==> src/rtl/core/complex_sample_histogram_unit_assert.svh <==
// Assertion macros for the histogram unit.
// Each macro expects a clock named clk and an active-low reset named rst_n.
`ifndef COMPLEX_SAMPLE_HISTOGRAM_UNIT_ASSERT_SVH
`define COMPLEX_SAMPLE_HISTOGRAM_UNIT_ASSERT_SVH

// The consequent must hold in the same cycle as the antecedent.
`define CSH_ASSERT_SAME(lbl, ante, cons) \
    lbl: assert property (@(posedge clk) disable iff (!rst_n) (ante) |-> (cons)) \
        else $error("histogram unit: same-cycle check failed");

// The consequent must hold in the cycle after the antecedent.
`define CSH_ASSERT_NEXT(lbl, ante, cons) \
    lbl: assert property (@(posedge clk) disable iff (!rst_n) (ante) |=> (cons)) \
        else $error("histogram unit: next-cycle check failed");

`endif

==> src/rtl/core/csh_pkg.sv <==
package csh_pkg;

    // Field widths of the request and response.
    localparam int SAMPLE_W   = 16;
    localparam int BIN_IDX_W  = 12;
    localparam int COUNT_W    = 32;
    localparam int OPCODE_W   = 2;

    // Binning: each part is shifted right by this many bits before the offset.
    localparam int BIN_SHIFT  = 4;
    // Signed width that holds a shifted part plus the largest offset.
    localparam int SUM_W      = 18;

    // Position counters and their limits.
    localparam int ANT_W        = 4;
    localparam int NANT_W       = 5;
    localparam int CHAN_W       = 10;
    localparam int NCHAN_W      = 11;
    localparam int MAX_ANTENNAS = 16;
    localparam int MAX_CHANNELS = 1024;

    // Default histogram depth.
    localparam int DEF_NUM_BINS = 4096;

    // Configuration port.
    localparam int CFG_IDX_W  = 3;
    localparam int CFG_DATA_W = 11;

    localparam logic [CFG_IDX_W-1:0] CFG_NUM_ANTENNAS     = 3'd0;
    localparam logic [CFG_IDX_W-1:0] CFG_NUM_CHANNELS     = 3'd1;
    localparam logic [CFG_IDX_W-1:0] CFG_SELECTED_ANTENNA = 3'd2;
    localparam logic [CFG_IDX_W-1:0] CFG_ALL_CHANNELS     = 3'd3;
    localparam logic [CFG_IDX_W-1:0] CFG_FIRST_CHANNEL    = 3'd4;
    localparam logic [CFG_IDX_W-1:0] CFG_LAST_CHANNEL     = 3'd5;

    // Request operations.
    localparam logic [OPCODE_W-1:0] OP_SAMPLE = 2'd0;
    localparam logic [OPCODE_W-1:0] OP_READ   = 2'd1;
    localparam logic [OPCODE_W-1:0] OP_CLEAR  = 2'd2;

    typedef struct packed {
        logic [OPCODE_W-1:0]        opcode;
        logic signed [SAMPLE_W-1:0] sample_re;
        logic signed [SAMPLE_W-1:0] sample_im;
        logic [BIN_IDX_W-1:0]       bin_index;
    } req_item_t;

    typedef struct packed {
        logic               sample_counted;
        logic [COUNT_W-1:0] real_count;
        logic [COUNT_W-1:0] imag_count;
    } rsp_item_t;

    // Controller to datapath.
    typedef struct packed {
        logic take;        // a request is accepted at this edge
        logic commit;      // finish the item: write back counts, form the response
        logic clear_step;  // write one zero entry of the clearing sweep
        logic load_out;    // move the pending response into the output register
    } ctrl_cmd_t;

    // Datapath to controller.
    typedef struct packed {
        logic out_free;    // output register is empty or emptied at this edge
        logic item_clear;  // the offered request is a clear operation
        logic clear_last;  // the sweep is at its last entry
    } dp_status_t;

endpackage

==> src/rtl/core/csh_ctrl.sv <==
module csh_ctrl (
    input  logic                clk,
    input  logic                rst_n,
    input  logic                req_valid,
    output logic                req_stall,
    input  csh_pkg::dp_status_t sts,
    output csh_pkg::ctrl_cmd_t  cmd
);

    import csh_pkg::*;

    typedef enum logic [2:0] {
        ST_INIT,
        ST_IDLE,
        ST_EXEC,
        ST_CLEAR,
        ST_EMIT
    } state_t;

    state_t state_reg;
    state_t state_next;
    logic   can_take;

    // A request is taken when idle, or while the previous response leaves.
    assign can_take  = (state_reg == ST_IDLE) || ((state_reg == ST_EMIT) && sts.out_free);
    assign req_stall = !can_take;

    always_comb
    begin
        cmd.take       = req_valid && can_take;
        cmd.commit     = (state_reg == ST_EXEC);
        cmd.clear_step = (state_reg == ST_INIT) || (state_reg == ST_CLEAR);
        cmd.load_out   = (state_reg == ST_EMIT) && sts.out_free;
    end

    // Next-state logic.
    always_comb
    begin
        state_next = state_reg;
        case (state_reg)
            ST_INIT:
            begin
                if (sts.clear_last)
                begin
                    state_next = ST_IDLE;
                end
            end
            ST_IDLE:
            begin
                if (cmd.take)
                begin
                    state_next = sts.item_clear ? ST_CLEAR : ST_EXEC;
                end
            end
            ST_EXEC:
            begin
                state_next = ST_EMIT;
            end
            ST_CLEAR:
            begin
                if (sts.clear_last)
                begin
                    state_next = ST_EXEC;
                end
            end
            ST_EMIT:
            begin
                if (sts.out_free)
                begin
                    if (cmd.take)
                    begin
                        state_next = sts.item_clear ? ST_CLEAR : ST_EXEC;
                    end
                    else
                    begin
                        state_next = ST_IDLE;
                    end
                end
            end
            default:
            begin
                state_next = ST_IDLE;
            end
        endcase
    end

    // Reset starts with a sweep that zeroes both histograms.
    always_ff @(posedge clk or negedge rst_n)
    begin
        if (!rst_n)
        begin
            state_reg <= ST_INIT;
        end
        else
        begin
            state_reg <= state_next;
        end
    end

endmodule

==> config.mk <==
export PLATFORM = sky130hd
export DESIGN_NAME = csh_ctrl
export DESIGN_NICKNAME = d
export VERILOG_FILES = /design/src/rtl/core/complex_sample_histogram_unit_assert.svh /design/src/rtl/core/csh_pkg.sv /design/src/rtl/core/csh_ctrl.sv
export SDC_FILE = /design/constraint.sdc
export NUM_CORES = 1
export LEC_CHECK = 0
export ABC_AREA = 0
export CAP_MARGIN = 20
export CORE_AREA = 2 2 39 41
export DETAILED_ROUTE_END_ITERATION = 16
export DIE_AREA = 0 0 41 43
export DONT_BUFFER_PORTS = 1
export PLACE_DENSITY = 0.39
export SLEW_MARGIN = 20
export SYNTH_ARGS = -nofsm -noshare
export SYNTH_HDL_FRONTEND = slang
export SYNTH_SLANG_ARGS = --single-unit
==> constraint.sdc <==
create_clock -name clk -period 1.27 [get_ports clk]
set_input_delay 0.0635 -clock clk [delete_from_list [all_inputs] [get_ports clk]]
set_output_delay 0.0635 -clock clk [all_outputs]
set_load 0.005 [all_outputs]
# Word-level counts from Yosys, hierarchy flattened
# Index checks and enable logic that the tools add are counted.
# totals
reg_bits,3
output_inout_bits,5
input_bits,6
word_cells,23
# classes
n_reduce_logical,7
n_eq_ne,8
muxes,7
# op_table
cell,n
$pmux 3 s5,1
$mux 3,4
$ne 2x2->1 const B,4
$eq 3x2->1 const B,2
$reduce_and 4->1,1
$eq 3x1->1 const B,1
$eq 3x3->1 const B,1
$logic_not 3->1,1
$logic_and 1x1->1,2
$logic_or 1x1->1,2
$mux 2,1
$logic_not 1->1,1
$mux 1,1

# Longest topological paths before layout
# depth
word_depth,7
depth_mapped,5
depth_no_buf,4

# Least setup slack after synthesis
# No wires, ideal clock.
# synth_timing
path_type,register -> register
startpoint,register state_reg[1]
endpoint,register state_reg[0]
slack_ns,0.078
path_buffers,1
period_less_slack_ns,1.192
setup_ns,0.129
t_arrival_ns,1.063
stages_incl_launch_ff,6
required_ns,1.141
cell_sequence,dfrtp_1 buf_2 and4bb_2 nand2_1 o22ai_1 mux2i_1
# synth_rtl
item,line,rtl
"start, declared",csh_ctrl.sv:20,state_t state_reg;
"start signal, assigned",csh_ctrl.sv:96,state_reg <= state_next;

==> results.toml <==
[outcome]
status = "finished, violations left"
violations = "negative setup slack"

[clock_tree]
htreeDepth = 1
clock_sinks = 3
cts_tree = "yes"
clk_pin_slew_worst_paths_ps = 40
cts-root-buf = "clkbuf_4"
cts_buffer_depth = 2
insertion_delay_ps = 250
numCtsBuffers = 3

[critical_path]
end_kind = "output pin"
crit_arrival_ps = 1270
path_class = "reg -> out"
cp-start-kind = "flop"
crit_required_ps = 1210
worst-path-max-fanout = 4

[drt]
wl_per_cell_um = 11.1
drc = 0
vias = 240
drt_iter0_drc = 7
routed_wl_um = 613
antenna_left = 0
dr.pass1.iters = 3
vias_per_cell = 4.36

[sta]
timing.fmax_mhz = 750
slew_viol_final = 0
worstMarginPinSlew_ps = 276
fin_crit_sh = 1.05
finalCriticalPeriod_ps = 1330
finalHoldViolations = 0
rsz0062_at_grt = "yes"
setup_viol_count_final = 3
setup-tns-final_ps = -114
slew_headroom = 0.816
finalClockSkew_ps = 7.35
worst_slack_ps = -64.1

[final_layout]
multi_input_area_um2 = 153
antenna_cells = 0
layout.cells.most_common = "buf_4"
synthToLayoutAreaGrowth_pct = 34.0
final_util = 0.250
largest_register_ffs = 3
regArea_um2 = 77.6
final_area_um2 = 345
fillers = 154
drive_gt1_frac = 0.359
layout_common_cells = "5 x buf_4, 3 x inv_1, 3 x nor2_1, 3 x clkbuf_4"
fin_nets = 46

[floorplan]
ioPinCount = 11
die_w_um = 41
initial_utilization = 0.186
coreArea_um2 = 1380
fp.dieH_um = 43
rows = 14
dieArea_um2 = 1760

[grt]
grt_pass1_wl_um = 1000
overflow = 0
grt_pass1_vias = 241
antenna_found_initial = 0
grt_max_degree = 11
grtUsageTotal = 0.0947

[power]
power_density_nw_per_um2 = 2500
p_switching_uw = 350
finalPower_uw = 865
internal-power_uw = 515
max-vdd-ir-drop_mv = 0.820
p_comb_frac = 0.517
p_sw_frac = 0.405
cellLeakagePower_nw = 0.153
clockPowerShare = 0.207
seq_power_share = 0.276

[yosys]
synth_seq_cells = 3
ys_seq_area_frac = 0.291
avgSynthCellArea_um2 = 8.31
yosys_warnings = 0
synthDistinctLibCells = 23
synthCells = 31
synth_area_um2 = 258
synth_nets = 37

[place]
post_dp_cell_area_um2 = 277
io_buffers = 0
gp_congestion = 0.791
dp_hpwl_um = 437

[run]
maxCapViolations = 0

[hold_path]
hp-class = "in -> reg"
## final cells by class
type	instances	share of cell area
Clock buffer	4	0.0761
Inverter	3	0.0326
Multi-Input combinational cell	22	0.442
Sequential cell	3	0.225
Tap cell	16	0.0580
Timing Repair Buffer	7	0.167
## power groups by stage
stage / registers, mW / clock network [mW] / logic (mW)
global route: 0.252 / 0.184 / 0.494
detailed placement: 0.247 / 0 / 0.358
global placement: 0.244 / 0 / 0.361
floorplan: 0.154 / 0 / 0.402
CTS: 0.233 / 0.187 / 0.433
finish: 0.239 / 0.179 / 0.447
## routing by layer
| metal | GRT usage | vias to the layer above | share of wire |
|---|---|---|---|
| li1 | - | 122 | - |
| met1 | 0.0974 | 108 | 0.43 |
| met2 | 0.125 | 8 | 0.48 |
| met3 | 0.0314 | 2 | 0.044 |
| met4 | 0.120 | 0 | 0.044 |
| met5 | 0 | - | 0 |
## cells by family after synthesis
| family | after synthesis | synth area share |
|---|---|---|
| XOR/XNOR | 1 | 0.0340 |
| buffers and inverters | 6 | 0.136 |
| AND/OR/NAND/NOR | 14 | 0.350 |
| multiplexers | 1 | 0.0388 |
| flip-flops | 3 | 0.291 |
| AO/OA/AOI/OAI | 6 | 0.150 |
## timing repair
item                       CTS  global route
pin swaps                    0             1
gates resized for setup      2             1
hold endpoints to repair     4             0
buffers inserted             2             0
cloned                       0             0
hold buffers                 2             0
setup endpoints to repair    3             3
## synth_stat cells
| master | instances | area, um2 |
|---|---|---|
| nand2_1 | 1 | 3.75 |
| inv_1 | 3 | 11.3 |
| buf_2 | 1 | 5.00 |
| xor2_1 | 1 | 8.76 |
| o22ai_1 | 1 | 6.26 |
| a2111oi_1 | 1 | 10.0 |
| nand2b_1 | 1 | 6.26 |
| o21ai_0 | 1 | 5.00 |
| nor2b_2 | 1 | 8.76 |
| and4bb_2 | 1 | 12.5 |
| mux2i_1 | 1 | 10.0 |
| nor2_1 | 3 | 11.3 |
| nand3_1 | 1 | 5.00 |
| buf_6 | 1 | 11.3 |
| nor3_1 | 2 | 10.0 |
| a21oi_1 | 2 | 10.0 |
| or2b_1 | 1 | 7.51 |
| nor4b_1 | 1 | 8.76 |
| dfrtp_1 | 3 | 75.1 |
| buf_4 | 1 | 7.51 |
| a21o_1 | 1 | 7.51 |
| or3b_2 | 1 | 8.76 |
| nor3b_1 | 1 | 7.51 |
## path summary, 6_finish.rpt
path | startpoint | end | slack [ps] | cells past startpoint
setup / recovery | state_reg[0] | cmd[3] | -60 | 4
hold / removal | req_valid | state_reg[1] | 6 | 2
setup reg to reg | state_reg[0] | state_reg[0] | -40 | 5
hold reg to reg | state_reg[0] | state_reg[2] | 570 | 2
max in group asynchronous | rst_n | state_reg[0] | 1050 | 1
min in group asynchronous | rst_n | state_reg[2] | 60 | 1
## worst max-delay path, cell delays in order, from the launching register on
cell	delay, ps
dfrtp_2	370
buf_4	120
or2b_1	230
a21o_1	180
nor2_1	120
## metrics by stage
stage	hold WS [ps]	setup WS, ps	instances
floorplan	-232	78.5	31
global placement	-232	-31.5	47
detailed placement	-232	-27.3	47
CTS	4.93	-74.1	55
global route	18.0	-112	55
finish	6.11	-64.1	55
No activity file was read; power rests on OpenSTA's default activity.
